--- src/sv/d8fd_pkg.sv ---
// d8fd_pkg: widths, weights, codes and shared types of the d8 flow direction block
// no dependencies; used by d8fd_pick and d8_flow_direction
`default_nettype none

package d8fd_pkg;

  localparam int ELEV_BITS   = 16;
  localparam int MAX_COLS    = 2048;
  localparam int COL_BITS    = $clog2(MAX_COLS);
  localparam int ROW_BITS    = 16;
  localparam int CFG_COLS_W  = 12;
  localparam int DROP_BITS   = ELEV_BITS + 1;
  localparam int WCONST_BITS = 18;
  localparam int WEIGHT_BITS = ELEV_BITS + WCONST_BITS;
  localparam int CODE_BITS   = 4;
  localparam int NB_SLOTS    = 8;

  // orthogonal drop weighs d*141421, diagonal d*100000
  localparam logic [WEIGHT_BITS-1:0] W_ORTH = WEIGHT_BITS'(141421);
  localparam logic [WEIGHT_BITS-1:0] W_DIAG = WEIGHT_BITS'(100000);

  // slots hold codes 0,1,2,3,5,6,7,8; diagonal codes 0,2,6,8 sit in slots 0,2,5,7
  localparam logic [NB_SLOTS-1:0] DIAG_SLOTS = 8'b1010_0101;

  localparam logic [CODE_BITS-1:0] CODE_PIT = 4'd4;

  typedef enum logic {
    REG_GRID_ROWS = 1'b0,
    REG_GRID_COLS = 1'b1
  } reg_idx_e;

  typedef logic signed [ELEV_BITS-1:0] elev_t;

  typedef struct packed {
    logic run_last;
    logic frame_last;
  } tag_t;

  typedef struct packed {
    logic [ELEV_BITS-1:0]                center;
    logic [NB_SLOTS-1:0][ELEV_BITS-1:0]  nb;
    logic [NB_SLOTS-1:0]                 ok;
    tag_t                                tag;
  } job_t;

  typedef struct packed {
    logic [WEIGHT_BITS-1:0] w;
    logic [CODE_BITS-1:0]   code;
  } cand_t;

  function automatic logic [CODE_BITS-1:0] slot_code(int s);
    return CODE_BITS'((s < 4) ? s : s + 1);
  endfunction

endpackage

`default_nettype wire

--- src/sv/d8fd_pick.sv ---
// d8fd_pick: pipelined steepest-drop selection for one window position per item
// depends on d8fd_pkg
`default_nettype none

module d8fd_pick (
  input  logic               clk_i,
  input  logic               rst_ni,
  input  logic               job_valid_i,
  output logic               job_ready_o,
  input  d8fd_pkg::job_t     job_i,
  output logic               out_valid_o,
  input  logic               out_ready_i,
  output logic [d8fd_pkg::CODE_BITS-1:0] flow_code_o,
  output logic               run_last_o,
  output logic               frame_last_o
);

  function automatic d8fd_pkg::cand_t pick_max(d8fd_pkg::cand_t l, d8fd_pkg::cand_t r);
    return (r.w > l.w) ? r : l;
  endfunction

  logic v1_q, v2_q, v3_q, v4_q, v5_q;
  logic rdy1, rdy2, rdy3, rdy4, rdy5;

  logic [d8fd_pkg::ELEV_BITS-1:0]   mag1_d [d8fd_pkg::NB_SLOTS];
  logic [d8fd_pkg::ELEV_BITS-1:0]   mag1_q [d8fd_pkg::NB_SLOTS];
  logic [d8fd_pkg::WEIGHT_BITS-1:0] w2_q   [d8fd_pkg::NB_SLOTS];
  d8fd_pkg::cand_t                  c3_q   [4];
  d8fd_pkg::cand_t                  c4_q   [2];
  d8fd_pkg::cand_t                  best5;
  logic [d8fd_pkg::CODE_BITS-1:0]   code5_q;
  d8fd_pkg::tag_t                   tag1_q, tag2_q, tag3_q, tag4_q, tag5_q;

  assign rdy5 = !v5_q || out_ready_i;
  assign rdy4 = !v4_q || rdy5;
  assign rdy3 = !v3_q || rdy4;
  assign rdy2 = !v2_q || rdy3;
  assign rdy1 = !v1_q || rdy2;
  assign job_ready_o = rdy1;

  // drop against each neighbour, zero where excluded or not downhill
  always_comb begin
    logic signed [d8fd_pkg::DROP_BITS-1:0] diff;
    for (int s = 0; s < d8fd_pkg::NB_SLOTS; s++) begin
      diff = {job_i.center[d8fd_pkg::ELEV_BITS-1], job_i.center}
           - {job_i.nb[s][d8fd_pkg::ELEV_BITS-1], job_i.nb[s]};
      if (job_i.ok[s] && !diff[d8fd_pkg::DROP_BITS-1] && (diff != '0)) begin
        mag1_d[s] = diff[d8fd_pkg::ELEV_BITS-1:0];
      end else begin
        mag1_d[s] = '0;
      end
    end
  end

  assign best5 = pick_max(c4_q[0], c4_q[1]);

  always_ff @(posedge clk_i or negedge rst_ni) begin
    if (!rst_ni) begin
      v1_q <= 1'b0;
      v2_q <= 1'b0;
      v3_q <= 1'b0;
      v4_q <= 1'b0;
      v5_q <= 1'b0;
    end else begin
      if (rdy1) v1_q <= job_valid_i;
      if (rdy2) v2_q <= v1_q;
      if (rdy3) v3_q <= v2_q;
      if (rdy4) v4_q <= v3_q;
      if (rdy5) v5_q <= v4_q;
    end
  end

  always_ff @(posedge clk_i) begin
    if (rdy1) begin
      mag1_q <= mag1_d;
      tag1_q <= job_i.tag;
    end
    if (rdy2) begin
      for (int s = 0; s < d8fd_pkg::NB_SLOTS; s++) begin
        w2_q[s] <= d8fd_pkg::WEIGHT_BITS'(mag1_q[s])
                 * (d8fd_pkg::DIAG_SLOTS[s] ? d8fd_pkg::W_DIAG : d8fd_pkg::W_ORTH);
      end
      tag2_q <= tag1_q;
    end
    if (rdy3) begin
      for (int p = 0; p < 4; p++) begin
        c3_q[p] <= pick_max('{w: w2_q[2*p],   code: d8fd_pkg::slot_code(2*p)},
                            '{w: w2_q[2*p+1], code: d8fd_pkg::slot_code(2*p+1)});
      end
      tag3_q <= tag2_q;
    end
    if (rdy4) begin
      c4_q[0] <= pick_max(c3_q[0], c3_q[1]);
      c4_q[1] <= pick_max(c3_q[2], c3_q[3]);
      tag4_q  <= tag3_q;
    end
    if (rdy5) begin
      code5_q <= (best5.w == '0) ? d8fd_pkg::CODE_PIT : best5.code;
      tag5_q  <= tag4_q;
    end
  end

  assign out_valid_o  = v5_q;
  assign flow_code_o  = code5_q;
  assign run_last_o   = tag5_q.run_last;
  assign frame_last_o = tag5_q.frame_last;

endmodule

`default_nettype wire

--- config.mk ---
export PLATFORM = sky130hd
export DESIGN_NAME = d8fd_pick
export DESIGN_NICKNAME = d
export VERILOG_FILES = /design/src/sv/d8fd_pkg.sv /design/src/sv/d8fd_pick.sv
export SDC_FILE = /design/constraint.sdc
export NUM_CORES = 2
export LEC_CHECK = 0
export ABC_AREA = 1
export BUFFER_PORTS_ARGS = -buffer_cell sky130_fd_sc_hd__buf_4
export CAP_MARGIN = 30
export CORE_ASPECT_RATIO = 1.25
export CORE_MARGIN = 2
export CORE_UTILIZATION = 55
export DETAILED_ROUTE_END_ITERATION = 16
export PLACE_DENSITY_LB_ADDON = 0.05
export SLEW_MARGIN = 40
export SYNTH_ARGS = -nofsm -noshare
export SYNTH_HDL_FRONTEND = slang
export SYNTH_SLANG_ARGS = --single-unit
--- constraint.sdc ---
create_clock -name clk_i -period 15.1 [get_ports clk_i]
set_input_delay 3.02 -clock clk_i [delete_from_list [all_inputs] [get_ports clk_i]]
set_output_delay 3.02 -clock clk_i [all_outputs]
set_load 0.03 [all_outputs]
After elaboration in Yosys (flattened, before gate mapping)

Memory sizes are Yosys's and may differ from the RTL's.
Index checks and enable logic that the tools add are counted.
Widths: inputs -> output; s select.

$lt $le $gt $ge: 7
Reductions and logical operators: 43
Multipliers: 8
Muxes and demuxes: 13
Add/subtract/negate cells: 8

Operators with widths:

| cell                   | number |
|---|---|
| $mux 38                | 7 |
| $gt 34x34->1           | 7 |
| $mul 16x18->34 const B | 4 |
| $reduce_bool 17->1     | 8 |
| $sub 16x16->17         | 8 |
| $mul 16x12->28 const B | 4 |
| $logic_not 34->1       | 1 |
| $logic_and 1x1->1      | 16 |
| $logic_not 1->1        | 13 |
| $mux 1                 | 6 |
| $logic_or 1x1->1       | 5 |

Memories: 3
Bits in registers: 147
Word-level logic and storage cells: 106
Memory bits (writable): 500

Memory list:

| name | words | bits a word | rd ports | clocked after memory_dff | wr ports | line            | text |
|---|---|---|---|---|---|---|---|
| w2_q | 8     | 34          | 8        | 0                        | 8        | d8fd_pick.sv:27 | `logic [d8fd_pkg::WEIGHT_BITS-1:0] w2_q [d8fd_pkg::NB_SLOTS];` |
| c3_q | 4     | 38          | 4        | 0                        | 4        | d8fd_pick.sv:28 | `d8fd_pkg::cand_t c3_q [4];` |
| c4_q | 2     | 38          | 2        | 0                        | 2        | d8fd_pick.sv:29 | `d8fd_pkg::cand_t c4_q [2];` |

Depth between registers and ports, before layout

Word-level depth: 7
Mapped depth: 25
Mapped depth without buffers: 25

Least setup slack after synthesis

OpenSTA, ideal clock, no wires.

Path type: input to output
From: input out_ready_i
To: output job_ready_o
Stages on the path: 8
Path slack: 1.020 ns
Arrival: 11.060 ns
Cell sequence: nor2_1 -> inv_1 -> nor2_1 -> inv_1 -> nor2_1 -> inv_1 -> nor2_1 -> nand2_1

Cells in the longest elaborated chain, start to end: 5

RTL lines:

| element          | line            | text |
|---|---|---|
| start, declared  | d8fd_pick.sv:12 | `input logic out_ready_i,` |
| $logic_or 1x1->1 | d8fd_pick.sv:34 | `assign rdy5 = !v5_q \|\| out_ready_i;` |
| net rdy5         | d8fd_pick.sv:23 | `logic rdy1, rdy2, rdy3, rdy4, rdy5;` |
| $logic_or 1x1->1 | d8fd_pick.sv:35 | `assign rdy4 = !v4_q \|\| rdy5;` |
| net rdy4         | d8fd_pick.sv:23 |  |
| $logic_or 1x1->1 | d8fd_pick.sv:36 | `assign rdy3 = !v3_q \|\| rdy4;` |
| net rdy3         | d8fd_pick.sv:23 |  |
| $logic_or 1x1->1 | d8fd_pick.sv:37 | `assign rdy2 = !v2_q \|\| rdy3;` |
| $logic_or 1x1->1 | d8fd_pick.sv:38 | `assign rdy1 = !v1_q \|\| rdy2;` |
| end, declared    | d8fd_pick.sv:9  | `output logic job_ready_o,` |

The timed path passes the listed nets, and every way through them passes these cells.

Worst setup path in the final report

Ends and elaborated chain as after synthesis.

==> results.md <==
- Vias in the first global route: 52380
- Final WL: between 150000 and 200000 µm
- Delay-heaviest family, CP: buffers and inverters
- Fraction of final layout cells with drive strength greater than 1: 0.04150
- Total congestion overflow: 0
- Post-route DRC: 0
- Number of buffers inserted by hold repair at cts: 0
- Fin Hold WS: approximately 0.42 ns
- Register area share after synthesis: 0.2662
- Post-route cell area: 74210 µm²
- Number of port buffers: 165
- Final HPWL DP: 153800 µm
- CP most frequent cell: sky130_fd_sc_hd__nor2_1
- I/O pins: between 150 and 200
- Average wire length per cell after detail routing: 18.32 µm
- Signed area change from the synthesized netlist to the final layout: 7.828%
- Post-route ant nets: 0
- Destination of the worst register-to-register timing path: w2_q[0][135]$_DFFE_PP_
- Standard cell area after detailed placement: around 72000 µm²
- DR pass1 iterations: 6
- Crit-path max FO: 78
- Unrepaired setup endpoints after global routing: false
- Highest clock rate: between 0.1 and 0.15 GHz
- Number of setup violations in the final report: 0
- Sink of the worst hold path: tag2_q[1]$_DFFE_PP_
- Initial antenna violation count: 14
- Number of synthesized register bits: around 610
- Worst hold start: tag1_q[1]$_DFFE_PP_
- Pin count of the biggest net entering global routing: 107
- Post-synthesis compound-gate area fraction: 0.05963
- Total routing resource utilization after global routing: 0.2868
- Type of the tightest min-delay check: register to register
- Die height: 399.5 µm
- Number of distinct library cell variants in the gate-level netlist after synthesis: between 50 and 60
- Number of post-CTS setup repair buffers: 0
- Result of the run: finished, final reports clean
- H-tree depth reported by CTS: 3
- Largest family of logic cells by synthesized area: adder cells
- Number of buffers created by CTS: between 60 and 70
- Post-synthesis instance area: 68820 µm²
- Most common flop cell mapped by yosys: sky130_fd_sc_hd__edfxtp_1
- Rows: 145
- Clock input transition at the sequential cells of the worst setup and hold paths: 0.06 ns
- Synth Area per Inst: 8.540 µm²
- Fin crit share: 0.5666
- Number of instances on the worst hold path: 0
- Share of async-settable or async-resettable flops after synthesis: 0.008183
- Die area: 128000 µm²
- PostCTS Resize Cnt: 0
- Hold violation total from the final report: 0
- Post-DR vias/cell: 5.288
- Kind of end point of the critical path: output port
- Clock Latency Late Sink: ~0.66 ns
- Worst Setup Slack, final: between 6 and 7 ns
- Total number of nets in the final design: 10160
- Largest stage delay on the critical path: 0.50 ns
- Minimum setup slack after placement: approximately 6.5 ns
- Multiplexer area fraction after synthesis: 0
- Number of cells on the worst reg-to-reg path: 20
- Slowest library cell on the worst path: sky130_fd_sc_hd__buf_6
- Worst Tran Pin Value: 0.7937 ns
- Clock skew after layout: around 0.035 ns
- Post-layout min period: approximately 8.6 ns
- Iteration-0 DRC Markers: 3362
- CTS tree: built
- Area of the core region: 124600 µm²
- Fraction of the mapped netlist area in adder cells: 0.3632
- Maximum buffer depth of the clock tree: 3
- Total number of vias: 52540
- First-pass GRT wire length: 281700 µm
- CTS root buf: sky130_fd_sc_hd__clkbuf_16
- Max_slew headroom: 0.4660
- Initial cell density of the core: 0.5522
- Number of synthesis warnings: 0
- Post-Synth XOR/XNOR Area: 0.03423
- Number of buffer and inverter stages on the critical path: 6
- Final Max Slew Viols: 0
- Synthesized instance count: 8059
- Sort of element at the start of the critical path: primary input
- Syn Nets: 9959
- Required time of the worst setup path: 12.08 ns
- Simple-gate portion of the synthesized area: 0.1748
- Cells along the critical path: buf_4, nor2_1, inv_1, nor2_1, inv_2, buf_6, nor2_1, inv_6, nor2_1, nand2_4, buf_4
- Number of enable-type register cells in the synthesized netlist: between 600 and 700
- MaxCap Viol Count: 0
- CTS sink count: 611
- Worst endpoint data arrival time: 5.54 ns
- Critical path class: primary input to output port
- Routability-driven placement congestion ratio: 0.9485
- Accumulated negative setup slack: 0 ns
- Chip Width: 320.4 µm
- Worst reg2reg setup slack: 9.26 ns
- Startpoint of the worst register-to-register path: mag1_q[69]$_SDFFCE_PN0P_
-- synthesized netlist by cell type, drive strengths merged (5+ instances only) --
cell	instances	area share
o21a	16	0.0017
nor2	468	0.026
o21bai	32	0.0035
nor4	33	0.0032
o22ai	9	0.00082
or2	6	0.00055
a21o	37	0.0040
fa	426	0.12
and2	27	0.0025
xnor2	99	0.013
clkbuf	12	0.00065
xor2	170	0.022
nand2	1773	0.097
nand3	330	0.025
o211ai	15	0.0016
nand4	140	0.013
edfxtp	606	0.26
a31oi	18	0.0016
a211oi	5	0.00055
a21boi	14	0.0015
a21oi	381	0.028
dfrtp	5	0.0018
buf	39	0.0041
ha	1316	0.24
o21ai	186	0.014
inv	1780	0.097
nand3b	27	0.0029
nor3	60	0.0044
-- flip-flops by register name, summed over array words and instances, names as in the netlist, 2 cells and up --
register,cells
tag4_q,2
tag1_q,2
w2_q,248
flow_code_o,4
c3_q,142
mag1_q,128
tag3_q,2
c4_q,74
tag2_q,2
-- cell type report --
| cell class | count | area (µm²) |
|---|---|---|
| clock inverter | 46 | 513.0 |
| clock buffer | 79 | 1785 |
| multi-input combinational | 5615 | 43490 |
| antenna | 5 | 12.51 |
| timing repair buffer | 180 | 1363 |
| tap | 1617 | 2023 |
| sequential | 611 | 18320 |
| inverter | 1782 | 6703 |
| fill | 11220 | 50430 |
-- per-layer routing --
layer | wire [µm] | vias up | GRT usage
met5 | 0 | - | 0
met4 | 7464 | 0 | 0.1163
met3 | 9401 | 338 | 0.02718
met2 | 87750 | 1261 | 0.5003
met1 | 77420 | 24480 | 0.3661
li1 | - | 26460 | -
-- worst register-to-register path: stages, from the launching register on --
cell	delay [ns]
sky130_fd_sc_hd__edfxtp_1	0.70
sky130_fd_sc_hd__inv_1	0.18
sky130_fd_sc_hd__ha_1	0.33
sky130_fd_sc_hd__inv_1	0.11
sky130_fd_sc_hd__ha_1	0.15
sky130_fd_sc_hd__inv_1	0.06
sky130_fd_sc_hd__fa_1	0.54
sky130_fd_sc_hd__inv_1	0.06
sky130_fd_sc_hd__fa_1	0.57
sky130_fd_sc_hd__fa_1	0.44
sky130_fd_sc_hd__fa_1	0.45
sky130_fd_sc_hd__ha_1	0.36
sky130_fd_sc_hd__nand2_1	0.11
sky130_fd_sc_hd__nor2_1	0.37
sky130_fd_sc_hd__nand3_1	0.13
sky130_fd_sc_hd__nand3_1	0.22
sky130_fd_sc_hd__a21oi_1	0.15
sky130_fd_sc_hd__o21ai_1	0.37
sky130_fd_sc_hd__nand2_1	0.14
sky130_fd_sc_hd__nand3_1	0.10
sky130_fd_sc_hd__nand2_1	0.06
-- cell families after synthesis --
family,count (synthesis)
xor+xnor,269
buf+inv,1833
flops,611
simple gates,2871
fa+ha+maj,1742
compound gates,733
-- placed cells by master, fill, tap and decap left out, types with 13 or more instances in the layout --
master,count
sky130_fd_sc_hd__nor2_1,455
sky130_fd_sc_hd__o21a_1,16
sky130_fd_sc_hd__nand4_1,139
sky130_fd_sc_hd__xnor2_1,99
sky130_fd_sc_hd__nor4_1,31
sky130_fd_sc_hd__edfxtp_1,606
sky130_fd_sc_hd__ha_1,1316
sky130_fd_sc_hd__a31oi_1,18
sky130_fd_sc_hd__nand2_1,1763
sky130_fd_sc_hd__a21oi_1,379
sky130_fd_sc_hd__nand3b_1,27
sky130_fd_sc_hd__xor2_1,170
sky130_fd_sc_hd__o211ai_1,15
sky130_fd_sc_hd__fa_1,426
sky130_fd_sc_hd__clkbuf_16,70
sky130_fd_sc_hd__inv_1,1772
sky130_fd_sc_hd__buf_4,177
sky130_fd_sc_hd__o21bai_1,32
sky130_fd_sc_hd__nand3_1,323
sky130_fd_sc_hd__nor3_1,60
sky130_fd_sc_hd__nor2_2,13
sky130_fd_sc_hd__and2_1,27
sky130_fd_sc_hd__a21o_1,37
sky130_fd_sc_hd__o21ai_0,179
-- through the flow --
stage / instances / util
4_1_cts: 9930 / 0.5953
5_1_grt: 9930 / 0.5953
2_1_floorplan: 8059 / -
3_5_place_dp: 9805 / 0.5769
3_3_place_gp: 9805 / 0.5768
6_report: 9935 / 0.5954
-- how the worst max path moves through the flow --
| stage | start | to | cells after the start |
|---|---|---|---|
| 2_1_floorplan | out_ready_i | job_ready_o | 8 |
| 3_3_place_gp | out_ready_i | job_ready_o | 11 |
| 3_5_place_dp | out_ready_i | job_ready_o | 11 |
| 4_1_cts | out_ready_i | job_ready_o | 11 |
| 5_1_grt | out_ready_i | job_ready_o | 11 |
| 6_report | out_ready_i | job_ready_o | 11 |
Power is not shown: default switching activity piles up to over one toggle a cycle in this logic, so the estimate is an artifact.
